**src/hw/rtl/tbli_pkg.sv**
```systemverilog
// Shared types, constants and the cell width function for the text block layout indexer.
`default_nettype none

package tbli_pkg;

    localparam int CNT_W     = 21;
    localparam int LEN_W     = 11;
    localparam int CELLS_W   = 13;
    localparam int TOTAL_W   = 23;
    localparam int COLS_W    = 10;
    localparam int UNIT_W    = 16;
    localparam int CW_W      = 3;
    localparam int DIVD_W    = CELLS_W + 1;
    localparam int DIV_CNT_W = 4;
    localparam int ADDR_W    = 3;

    localparam logic [DIV_CNT_W-1:0] DIV_STEPS = 4'd14;

    localparam logic [CNT_W-1:0]   CNT_MAX    = 21'h1F_FFFF;
    localparam logic [CELLS_W-1:0] CELLS_MAX  = 13'h1FFF;
    localparam logic [TOTAL_W-1:0] TOTAL_MAX  = 23'h7F_FFFF;
    localparam logic [LEN_W-1:0]   MAX_CHUNK  = 11'd1024;
    localparam logic [CW_W-1:0]    TAB_CELLS  = 3'd4;

    localparam logic [LEN_W-1:0]   CHUNK_RESET   = 11'd64;
    localparam logic [COLS_W-1:0]  COLUMNS_RESET = 10'd0;

    // register select is the word address bit
    localparam logic REG_CHUNK_SIZE = 1'b0;
    localparam logic REG_COLUMNS    = 1'b1;

    localparam logic [UNIT_W-1:0] CU_NEWLINE = 16'h000A;
    localparam logic [UNIT_W-1:0] CU_TAB     = 16'h0009;

    typedef enum logic [1:0] {
        ST_IDLE,
        ST_DIV,
        ST_FIN
    } t_state;

    typedef struct packed {
        logic capture;
        logic div_start;
        logic div_step;
        logic apply;
        logic use_latched;
    } t_cmd;

    typedef struct packed {
        logic need_emit;
        logic div_done;
        logic out_free;
    } t_sts;

    function automatic logic [CW_W-1:0] unit_cells(input logic [UNIT_W-1:0] c);
        logic [CW_W-1:0] w;
        w = 3'd1;
        if (c == CU_TAB) begin
            w = TAB_CELLS;
        end else if (c >= 16'hDC00 && c <= 16'hDFFF) begin
            w = 3'd0;
        end else if (c >= 16'hD800 && c <= 16'hDBFF) begin
            w = 3'd2;
        end else if ((c >= 16'h1100 && c <= 16'h115F) || (c >= 16'h2E80 && c <= 16'hA4CF) ||
                     (c >= 16'hAC00 && c <= 16'hD7A3) || (c >= 16'hF900 && c <= 16'hFAFF) ||
                     (c >= 16'hFE30 && c <= 16'hFE4F) || (c >= 16'hFF00 && c <= 16'hFF60) ||
                     (c >= 16'hFFE0 && c <= 16'hFFE6)) begin
            w = 3'd2;
        end
        return w;
    endfunction

endpackage

`default_nettype wire

```
**src/hw/rtl/tbli_ctrl.sv**
```systemverilog
// Controller state machine: accepts requests, sequences the row divider and block emission.
`default_nettype none

module tbli_ctrl (
    input  wire logic          i_clk,
    input  wire logic          i_rst_n,
    input  wire logic          i_in_valid,
    output logic               o_in_stall,
    input  wire tbli_pkg::t_sts i_sts,
    output tbli_pkg::t_cmd     o_cmd
);

    tbli_pkg::t_state r_state;
    tbli_pkg::t_state n_state;

    always_ff @(posedge i_clk) begin
        if (!i_rst_n) begin
            r_state <= tbli_pkg::ST_IDLE;
        end else begin
            r_state <= n_state;
        end
    end

    always_comb begin
        n_state    = r_state;
        o_cmd      = '0;
        o_in_stall = 1'b1;
        unique case (r_state)
            tbli_pkg::ST_IDLE: begin
                o_in_stall = 1'b0;
                if (i_in_valid) begin
                    if (i_sts.need_emit) begin
                        // closing a block: run the row divider first
                        o_cmd.capture   = 1'b1;
                        o_cmd.div_start = 1'b1;
                        n_state         = tbli_pkg::ST_DIV;
                    end else begin
                        o_cmd.apply = 1'b1;
                    end
                end
            end
            tbli_pkg::ST_DIV: begin
                if (i_sts.div_done) begin
                    n_state = tbli_pkg::ST_FIN;
                end else begin
                    o_cmd.div_step = 1'b1;
                end
            end
            tbli_pkg::ST_FIN: begin
                o_cmd.use_latched = 1'b1;
                if (i_sts.out_free) begin
                    o_cmd.apply = 1'b1;
                    n_state     = tbli_pkg::ST_IDLE;
                end
            end
            default: begin
                n_state = tbli_pkg::ST_IDLE;
            end
        endcase
    end

endmodule

`default_nettype wire

```
**src/hw/rtl/tbli_datapath.sv**
```systemverilog
// Datapath: position and block counters, cell accumulation, row divider and output register.
`default_nettype none

module tbli_datapath (
    input  wire logic                                  i_clk,
    input  wire logic                                  i_rst_n,
    input  wire logic [tbli_pkg::LEN_W-1:0]            i_chunk_size,
    input  wire logic [tbli_pkg::COLS_W-1:0]           i_columns,
    input  wire logic [tbli_pkg::UNIT_W-1:0]           i_code_unit,
    input  wire logic                                  i_end_of_text,
    input  wire tbli_pkg::t_cmd                        i_cmd,
    output tbli_pkg::t_sts                             o_sts,
    input  wire logic                                  i_out_stall,
    output logic                                       o_out_valid,
    output logic [tbli_pkg::CNT_W-1:0]                 o_block_index,
    output logic [tbli_pkg::CNT_W-1:0]                 o_line_index,
    output logic [tbli_pkg::CNT_W-1:0]                 o_chunk_in_line,
    output logic [tbli_pkg::CNT_W-1:0]                 o_block_start,
    output logic [tbli_pkg::LEN_W-1:0]                 o_block_length,
    output logic [tbli_pkg::CELLS_W-1:0]               o_block_cells,
    output logic [tbli_pkg::CELLS_W-1:0]               o_block_rows,
    output logic [tbli_pkg::TOTAL_W-1:0]               o_rows_before,
    output logic                                       o_last_block
);

    // document state
    logic [tbli_pkg::CNT_W-1:0]   r_pos, r_line, r_chunk, r_bcnt, r_start;
    logic [tbli_pkg::LEN_W-1:0]   r_len;
    logic [tbli_pkg::CELLS_W-1:0] r_cells;
    logic [tbli_pkg::TOTAL_W-1:0] r_total;
    logic [tbli_pkg::CNT_W-1:0]   n_pos, n_line, n_chunk, n_bcnt, n_start;
    logic [tbli_pkg::LEN_W-1:0]   n_len;
    logic [tbli_pkg::CELLS_W-1:0] n_cells;
    logic [tbli_pkg::TOTAL_W-1:0] n_total;

    // held request while the divider runs
    logic [tbli_pkg::UNIT_W-1:0]  r_unit;
    logic                         r_eot;

    // divider
    logic [tbli_pkg::DIVD_W-1:0]    r_quo;
    logic [tbli_pkg::COLS_W-1:0]    r_rem;
    logic [tbli_pkg::DIV_CNT_W-1:0] r_div_cnt;
    logic [tbli_pkg::COLS_W:0]      w_trial;
    logic                           w_fits;
    logic [tbli_pkg::DIVD_W-1:0]    w_dividend;

    logic                           r_out_valid;
    logic [tbli_pkg::UNIT_W-1:0]    w_unit;
    logic                           w_eot;
    logic                           w_lf;
    logic                           w_full;
    logic [tbli_pkg::LEN_W-1:0]     w_eff;
    logic [tbli_pkg::CW_W-1:0]      w_cw;
    logic [tbli_pkg::DIVD_W-1:0]    w_cell_sum;
    logic [tbli_pkg::CELLS_W-1:0]   w_cells_add;
    logic [tbli_pkg::CELLS_W-1:0]   w_rows;
    logic [tbli_pkg::TOTAL_W:0]     w_total_sum;
    logic [tbli_pkg::TOTAL_W-1:0]   w_total_add;
    logic [tbli_pkg::CNT_W-1:0]     w_pos_inc;

    assign w_unit = i_cmd.use_latched ? r_unit : i_code_unit;
    assign w_eot  = i_cmd.use_latched ? r_eot  : i_end_of_text;
    assign w_lf   = (w_unit == tbli_pkg::CU_NEWLINE);

    always_comb begin
        if (i_chunk_size == '0) begin
            w_eff = 11'd1;
        end else if (i_chunk_size > tbli_pkg::MAX_CHUNK) begin
            w_eff = tbli_pkg::MAX_CHUNK;
        end else begin
            w_eff = i_chunk_size;
        end
    end

    assign w_full = (r_len >= w_eff);

    assign o_sts.need_emit = w_eot | w_lf | w_full;
    assign o_sts.div_done  = (r_div_cnt == '0);
    assign o_sts.out_free  = !r_out_valid || !i_out_stall;

    // ceil(cells / columns) as floor((cells + columns - 1) / columns), one bit per cycle
    assign w_dividend = {1'b0, r_cells} + {{(tbli_pkg::DIVD_W-tbli_pkg::COLS_W){1'b0}}, i_columns}
                        - {{(tbli_pkg::DIVD_W-1){1'b0}}, 1'b1};
    assign w_trial    = {r_rem, r_quo[tbli_pkg::DIVD_W-1]};
    assign w_fits     = (w_trial >= {1'b0, i_columns});

    always_ff @(posedge i_clk) begin
        if (!i_rst_n) begin
            r_div_cnt <= '0;
        end else if (i_cmd.div_start) begin
            r_div_cnt <= tbli_pkg::DIV_STEPS;
        end else if (i_cmd.div_step) begin
            r_div_cnt <= r_div_cnt - 1'b1;
        end
    end

    always_ff @(posedge i_clk) begin
        if (i_cmd.div_start) begin
            r_quo <= w_dividend;
            r_rem <= '0;
        end else if (i_cmd.div_step) begin
            r_rem <= w_fits ? tbli_pkg::COLS_W'(w_trial - {1'b0, i_columns})
                            : w_trial[tbli_pkg::COLS_W-1:0];
            r_quo <= {r_quo[tbli_pkg::DIVD_W-2:0], w_fits};
        end
        if (i_cmd.capture) begin
            r_unit <= i_code_unit;
            r_eot  <= i_end_of_text;
        end
    end

    always_comb begin
        if (i_columns == '0 || r_quo == '0) begin
            w_rows = 13'd1;
        end else begin
            w_rows = r_quo[tbli_pkg::CELLS_W-1:0];
        end
    end

    assign w_total_sum = {1'b0, r_total} + {{(tbli_pkg::TOTAL_W+1-tbli_pkg::CELLS_W){1'b0}}, w_rows};
    assign w_total_add = (w_total_sum > {1'b0, tbli_pkg::TOTAL_MAX}) ? tbli_pkg::TOTAL_MAX
                                                                     : w_total_sum[tbli_pkg::TOTAL_W-1:0];
    assign w_pos_inc   = (r_pos == tbli_pkg::CNT_MAX) ? r_pos : r_pos + 1'b1;

    // a block that closes on a full length restarts from zero cells
    assign w_cw        = tbli_pkg::unit_cells(w_unit);
    assign w_cell_sum  = {1'b0, (w_full ? '0 : r_cells)}
                         + {{(tbli_pkg::DIVD_W-tbli_pkg::CW_W){1'b0}}, w_cw};
    assign w_cells_add = (w_cell_sum > {1'b0, tbli_pkg::CELLS_MAX}) ? tbli_pkg::CELLS_MAX
                                                                    : w_cell_sum[tbli_pkg::CELLS_W-1:0];

    always_comb begin
        n_pos   = r_pos;
        n_line  = r_line;
        n_chunk = r_chunk;
        n_bcnt  = r_bcnt;
        n_start = r_start;
        n_len   = r_len;
        n_cells = r_cells;
        n_total = r_total;
        if (w_eot) begin
            n_pos   = '0;
            n_line  = '0;
            n_chunk = '0;
            n_bcnt  = '0;
            n_start = '0;
            n_len   = '0;
            n_cells = '0;
            n_total = '0;
        end else begin
            if (o_sts.need_emit) begin
                n_total = w_total_add;
                n_bcnt  = (r_bcnt == tbli_pkg::CNT_MAX) ? r_bcnt : r_bcnt + 1'b1;
            end
            n_pos = w_pos_inc;
            if (w_lf) begin
                n_line  = (r_line == tbli_pkg::CNT_MAX) ? r_line : r_line + 1'b1;
                n_chunk = '0;
                n_start = w_pos_inc;
                n_len   = '0;
                n_cells = '0;
            end else if (w_full) begin
                n_chunk = (r_chunk == tbli_pkg::CNT_MAX) ? r_chunk : r_chunk + 1'b1;
                n_start = r_pos;
                n_len   = 11'd1;
                n_cells = w_cells_add;
            end else begin
                n_len   = r_len + 1'b1;
                n_cells = w_cells_add;
            end
        end
    end

    always_ff @(posedge i_clk) begin
        if (!i_rst_n) begin
            r_pos   <= '0;
            r_line  <= '0;
            r_chunk <= '0;
            r_bcnt  <= '0;
            r_start <= '0;
            r_len   <= '0;
            r_cells <= '0;
            r_total <= '0;
        end else if (i_cmd.apply) begin
            r_pos   <= n_pos;
            r_line  <= n_line;
            r_chunk <= n_chunk;
            r_bcnt  <= n_bcnt;
            r_start <= n_start;
            r_len   <= n_len;
            r_cells <= n_cells;
            r_total <= n_total;
        end
    end

    always_ff @(posedge i_clk) begin
        if (!i_rst_n) begin
            r_out_valid <= 1'b0;
        end else if (i_cmd.apply && o_sts.need_emit) begin
            r_out_valid <= 1'b1;
        end else if (!i_out_stall) begin
            r_out_valid <= 1'b0;
        end
    end

    always_ff @(posedge i_clk) begin
        if (i_cmd.apply && o_sts.need_emit) begin
            o_block_index   <= r_bcnt;
            o_line_index    <= r_line;
            o_chunk_in_line <= r_chunk;
            o_block_start   <= r_start;
            o_block_length  <= r_len;
            o_block_cells   <= r_cells;
            o_block_rows    <= w_rows;
            o_rows_before   <= r_total;
            o_last_block    <= w_eot;
        end
    end

    assign o_out_valid = r_out_valid;

endmodule

`default_nettype wire

```
**src/hw/rtl/text_block_layout_indexer_core.sv**
```systemverilog
// Top level of the text block layout indexer: register port, controller and datapath.
`default_nettype none

// A code unit that leaves its block open is taken in the idle state, so plain text streams at
// one request per clock. A request that closes a block (newline, a unit arriving at a full
// block, or the end marker) passes through the accept cycle, 14 steps of the bit-serial row
// divider that forms ceil(cells / columns), a state in which the controller sees the step count
// run out, and a finish state that loads the output register and waits further while a previous
// result is still held by a stalled consumer. chunk_size (address 0) and columns (address 4) are
// written through the APB port only while idle; the user must ensure this, the block does not.
module text_block_layout_indexer_core (
    input  wire logic                                  i_clk,
    input  wire logic                                  i_rst_n,
    input  wire logic                                  psel,
    input  wire logic                                  penable,
    input  wire logic                                  pwrite,
    input  wire logic [tbli_pkg::ADDR_W-1:0]           paddr,
    input  wire logic [31:0]                           pwdata,
    output logic [31:0]                                prdata,
    output logic                                       pready,
    input  wire logic                                  i_in_valid,
    output logic                                       o_in_stall,
    input  wire logic [tbli_pkg::UNIT_W-1:0]           i_code_unit,
    input  wire logic                                  i_end_of_text,
    output logic                                       o_out_valid,
    input  wire logic                                  i_out_stall,
    output logic [tbli_pkg::CNT_W-1:0]                 o_block_index,
    output logic [tbli_pkg::CNT_W-1:0]                 o_line_index,
    output logic [tbli_pkg::CNT_W-1:0]                 o_chunk_in_line,
    output logic [tbli_pkg::CNT_W-1:0]                 o_block_start,
    output logic [tbli_pkg::LEN_W-1:0]                 o_block_length,
    output logic [tbli_pkg::CELLS_W-1:0]               o_block_cells,
    output logic [tbli_pkg::CELLS_W-1:0]               o_block_rows,
    output logic [tbli_pkg::TOTAL_W-1:0]               o_rows_before,
    output logic                                       o_last_block
);

    logic [tbli_pkg::LEN_W-1:0]  r_chunk_size;
    logic [tbli_pkg::COLS_W-1:0] r_columns;
    logic                        w_wr;
    tbli_pkg::t_cmd              w_cmd;
    tbli_pkg::t_sts              w_sts;

    assign pready = 1'b1;
    assign w_wr   = psel && penable && pwrite && pready;

    always_ff @(posedge i_clk) begin
        if (!i_rst_n) begin
            r_chunk_size <= tbli_pkg::CHUNK_RESET;
            r_columns    <= tbli_pkg::COLUMNS_RESET;
        end else if (w_wr) begin
            unique case (paddr[2])
                tbli_pkg::REG_CHUNK_SIZE: r_chunk_size <= pwdata[tbli_pkg::LEN_W-1:0];
                tbli_pkg::REG_COLUMNS:    r_columns    <= pwdata[tbli_pkg::COLS_W-1:0];
                default: ;
            endcase
        end
    end

    always_comb begin
        unique case (paddr[2])
            tbli_pkg::REG_CHUNK_SIZE: prdata = {{(32-tbli_pkg::LEN_W){1'b0}}, r_chunk_size};
            tbli_pkg::REG_COLUMNS:    prdata = {{(32-tbli_pkg::COLS_W){1'b0}}, r_columns};
            default:                  prdata = '0;
        endcase
    end

    tbli_ctrl u_ctrl (
        .i_clk      (i_clk),
        .i_rst_n    (i_rst_n),
        .i_in_valid (i_in_valid),
        .o_in_stall (o_in_stall),
        .i_sts      (w_sts),
        .o_cmd      (w_cmd)
    );

    tbli_datapath u_dp (
        .i_clk           (i_clk),
        .i_rst_n         (i_rst_n),
        .i_chunk_size    (r_chunk_size),
        .i_columns       (r_columns),
        .i_code_unit     (i_code_unit),
        .i_end_of_text   (i_end_of_text),
        .i_cmd           (w_cmd),
        .o_sts           (w_sts),
        .i_out_stall     (i_out_stall),
        .o_out_valid     (o_out_valid),
        .o_block_index   (o_block_index),
        .o_line_index    (o_line_index),
        .o_chunk_in_line (o_chunk_in_line),
        .o_block_start   (o_block_start),
        .o_block_length  (o_block_length),
        .o_block_cells   (o_block_cells),
        .o_block_rows    (o_block_rows),
        .o_rows_before   (o_rows_before),
        .o_last_block    (o_last_block)
    );

    // a closing request never takes the direct update path in the idle state
    a_fast_no_emit: assert property (@(posedge i_clk) disable iff (!i_rst_n)
        (w_cmd.apply && !w_cmd.use_latched) |-> !w_sts.need_emit)
        else $error("single-cycle update on a closing request");

    // a new result only appears after a finish cycle
    a_out_after_fin: assert property (@(posedge i_clk) disable iff (!i_rst_n)
        $rose(o_out_valid) |-> $past(w_cmd.apply && w_cmd.use_latched))
        else $error("result appeared without a finish cycle");

    // divider never steps past its count
    a_div_bound: assert property (@(posedge i_clk) disable iff (!i_rst_n)
        w_cmd.div_step |-> !w_sts.div_done)
        else $error("divider stepped after completion");

    a_rows_nonzero: assert property (@(posedge i_clk) disable iff (!i_rst_n)
        o_out_valid |-> (o_block_rows != '0))
        else $error("block reported with zero rows");

endmodule

`default_nettype wire

```
**config.mk**
```make
export PLATFORM = sky130hd
export DESIGN_NAME = text_block_layout_indexer_core
export DESIGN_NICKNAME = d
export VERILOG_FILES = /design/src/hw/rtl/tbli_pkg.sv /design/src/hw/rtl/tbli_ctrl.sv /design/src/hw/rtl/tbli_datapath.sv /design/src/hw/rtl/text_block_layout_indexer_core.sv
export SDC_FILE = /design/constraint.sdc
export NUM_CORES = 1
export LEC_CHECK = 0
export ABC_AREA = 1
export BUFFER_PORTS_ARGS = -buffer_cell sky130_fd_sc_hd__buf_2
export CORE_MARGIN = 2
export CORE_UTILIZATION = 55
export CTS_BUF_LIST = sky130_fd_sc_hd__clkbuf_16
export DETAILED_ROUTE_END_ITERATION = 12
export GPL_ROUTABILITY_DRIVEN = 0
export PLACE_DENSITY = 0.77
export RECOVER_POWER = 50
export SYNTH_ARGS = -nofsm -noshare
export SYNTH_HDL_FRONTEND = slang
export SYNTH_SLANG_ARGS = --single-unit
```
**constraint.sdc**
```tcl
create_clock -name i_clk -period 4.6 [get_ports i_clk]
set_input_delay 0.69 -clock i_clk [delete_from_list [all_inputs] [get_ports i_clk]]
set_output_delay 0.69 -clock i_clk [all_outputs]
set_load 0.01 [all_outputs]
```
==> flow_metrics.env <==
export IMPL_async_reset_ff_frac=0
export IMPL_core_area_sq_um=33700
export IMPL_synth_compound_area_frac=0.101
export IMPL_io_pins=239
export IMPL_num_vias=16200
export IMPL_synthToLayoutAreaGrowth_pct=11.7
export IMPL_synth_distinct_cells=51
export IMPL_clk_latency_ps=540
export IMPL_required_ps=4850
export IMPL_synth_area_sq_um=18900
export IMPL_grt_pass1_wl_um=73600
export IMPL_cp_start_kind="flip-flop"
export IMPL_fin_nets=2616
export IMPL_slew_headroom=0.369
export IMPL_clock_skew_final_ps=15.6
export IMPL_drcViolationCount=0
export IMPL_dpl_worst_slack_ps=541
export IMPL_clkSlewWorstSetupHoldPaths_ps=60
export IMPL_cts_hold_buf=0
export IMPL_synth_simple_area_share=0.243
export IMPL_ant_nets=0
export IMPL_status="finished clean"
export IMPL_wl_per_cell_um=15.3
export IMPL_post_cts_resized=0
export IMPL_post_cts_buffers=0
export IMPL_fmax_ghz=0.243
export IMPL_yosys_most_used_dff="dfxtp_1"
export IMPL_crit_fanout=28
export IMPL_seq_area_frac_synth=0.481
export IMPL_power_density_nw_per_um2=392
export IMPL_endpoint_kind="flip-flop"
export IMPL_crit_type="flip-flop to flip-flop"
export IMPL_synth_area_leaders="edfxtp_1 (28%), dfxtp_1 (20%), nand2_1 (11%)"
export IMPL_dp_cells=2894
export IMPL_setup_viol=0
export IMPL_regArea_sq_um=9090
export IMPL_initial_core_util=0.561
export IMPL_die_w_um=189
export IMPL_grt_setup_unrepaired="no"
export IMPL_worst_ep_arrival_time_ps=4370
export IMPL_syn_avg_cell_area_sq_um=8.18
export IMPL_power_leakage_nw=8.37
export IMPL_tns_ps=0
export IMPL_dp_hpwl_um=32400
export IMPL_yosysWarnings=0
export IMPL_synth_fa_ha_area_frac=0.0479
export IMPL_ys_ff_latch=366
export IMPL_cts_root_buf="clkbuf_16"
export IMPL_dieArea_sq_um=35900
export IMPL_synth_edf_count=176
export IMPL_synth_top_family_by_area="simple AND/OR/NAND/NOR gates"
export IMPL_clock_sinks=366
export IMPL_drt_iter0_drc=1501
export IMPL_layout_min_cycle_time_ps=4120
export IMPL_cts_buffer_depth=3
export IMPL_grt_total_usage=0.249
export IMPL_min_from="i_code_unit[12]"
export IMPL_yosysTopAreaCellShare=0.279
export IMPL_rows=67
export IMPL_rr_startpoint="r_chunk_size[6]"
export IMPL_drv_cap=0
export IMPL_tightest_slew_ps=945
export IMPL_multi_input_area_sq_um=8470
export IMPL_via_per_inst=5.48
export IMPL_grt_max_degree=78
export IMPL_htreeDepth=2
export IMPL_die_h_um=189
export IMPL_yosys_area_share_xor_xnor=0.0519
export IMPL_drv_slew=0
export IMPL_synth_area_mux_share=0
export IMPL_fin_hold_ws_ps=356
export IMPL_synth_top_cell_by_area="edfxtp_1"
export IMPL_total_power_mw=8.28
export IMPL_cts_tree="built"
export IMPL_antenna_found_initial=0
export IMPL_grt_remaining_overflow=0
export IMPL_setup_slack_ps=483
export IMPL_antennaDiodeCount=0
export IMPL_crit_path_start="r_chunk_size[6]"
export IMPL_drt_total_wl_um=45400
export IMPL_grt_pass1_vias=15000
export IMPL_port_buffer_count=193
export IMPL_layout_cells_non_filler=2962
export IMPL_final_hold_viol_count=0
export IMPL_first_pass_iters=6
export IMPL_min_period_over_period=0.895
export IMPL_cts_buffers_inserted=39
export IMPL_drive_above_1_share=0.0565
export IMPL_nFillCells=2978
export IMPL_postSynthCellCount=2313
export IMPL_irDropWorstVdd_v=0.000289
export IMPL_hold_class="input port to flip-flop"
## state kept, by name, summed over array words and instances, names as in the netlist, 2 cells and up
register	cells
u_ctrl.r_state	2
u_dp.o_line_index	21
u_dp.r_chunk	21
r_chunk_size	11
u_dp.r_total	23
u_dp.o_chunk_in_line	21
u_dp.r_cells	13
u_dp.r_rem	10
u_dp.o_block_start	21
u_dp.r_pos	21
u_dp.r_bcnt	21
u_dp.r_line	21
r_columns	10
u_dp.o_block_length	11
u_dp.o_block_index	21
u_dp.o_rows_before	23
u_dp.r_quo	14
u_dp.r_div_cnt	4
u_dp.r_start	21
u_dp.o_block_rows	13
u_dp.r_len	11
u_dp.r_unit	16
u_dp.o_block_cells	13
## routing by layer
layer / vias up / routed length [um] / GRT usage
li1: 7993 / - / -
met1: 7461 / 20200 / 0.341
met2: 693 / 20200 / 0.400
met3: 96 / 3690 / 0.0439
met4: 0 / 1290 / 0.0900
met5: - / 0 / 0
## Yosys cell counts (4+ instances only)
cell type  instances
o21ai_1           42
nor3_1            62
nor4_1            21
edfxtp_1         176
clkbuf_1          30
nand4_1           36
fa_1               4
or2_2              5
o21ai_2           10
buf_4             34
xor2_1            84
nand2_2            5
o21ai_0          115
a21oi_1          159
ha_1              66
nand2_1          531
buf_2             25
nor2_1           244
dfxtp_1          190
a22oi_1           12
inv_1            226
nand3_1          132
nor2_2             8
nand3b_1           5
inv_2              9
buf_1              4
o21bai_1           6
xnor2_1           28
nand2_4            5
nor3b_1            4
## final timing paths
kind,end,slack [ps],depth (start not counted)
worst min-delay path,u_dp.r_unit[12],360,1
worst max-delay path,u_dp.r_quo[1],480,17
worst min register to register,u_dp.o_block_start[12],430,0
worst max register to register,u_dp.r_quo[1],480,17
## per-stage QoR
step,util,instance area [sq um]
2_1_floorplan,-,19000
3_3_place_gp,0.597,20100
3_5_place_dp,0.597,20100
4_1_cts,0.633,21300
5_1_grt,0.627,21100
6_report,0.627,21100
## critical path: stages (launching register included)
cell     delay, ps
dfxtp_1        340
nor4_1         270
nand4_1        130
nand2_1        240
nand2_1        100
ha_1           280
nand2_1         80
inv_1           60
a21oi_1        160
nand2_1         70
nor2_1         140
buf_4          300
nand3_1        340
nand2_1        290
buf_4          310
inv_1          470
nand2_1        170
o21ai_0         90
## final cells by class
class / instances / area share
flip-flops and latches: 366 / 0.430
repair buffers: 208 / 0.0420
clock inverters: 29 / 0.0117
well taps: 448 / 0.0265
multi-input cells: 1633 / 0.401
inverters: 239 / 0.0428
clock buffers: 39 / 0.0462
## layout by cell type, fill, tap and decap left out, drive strengths merged, types with 84 or more instances in the layout
cell,Yosys,layout
a21oi,159,159
clkbuf,30,212
dfxtp,190,190
edfxtp,176,176
inv,236,247
nand2,541,541
nand3,134,134
nor2,255,255
o21ai,167,167
xor2,84,84
## cell families after synthesis
logic type,count (synthesis)
flops,366
buf+inv,334
xor+xnor,112
fa+ha+maj,70
other cells,2
compound gates,358
simple gates,1071
## where the power goes
part | internal, mW | switching, mW | leakage, nW
Sequential | 3.58 | 0.100 | 3.26
Combinational | 0.501 | 1.07 | 4.49
Clock | 1.77 | 1.26 | 0.630
No activity file was read; power rests on OpenSTA's default activity.
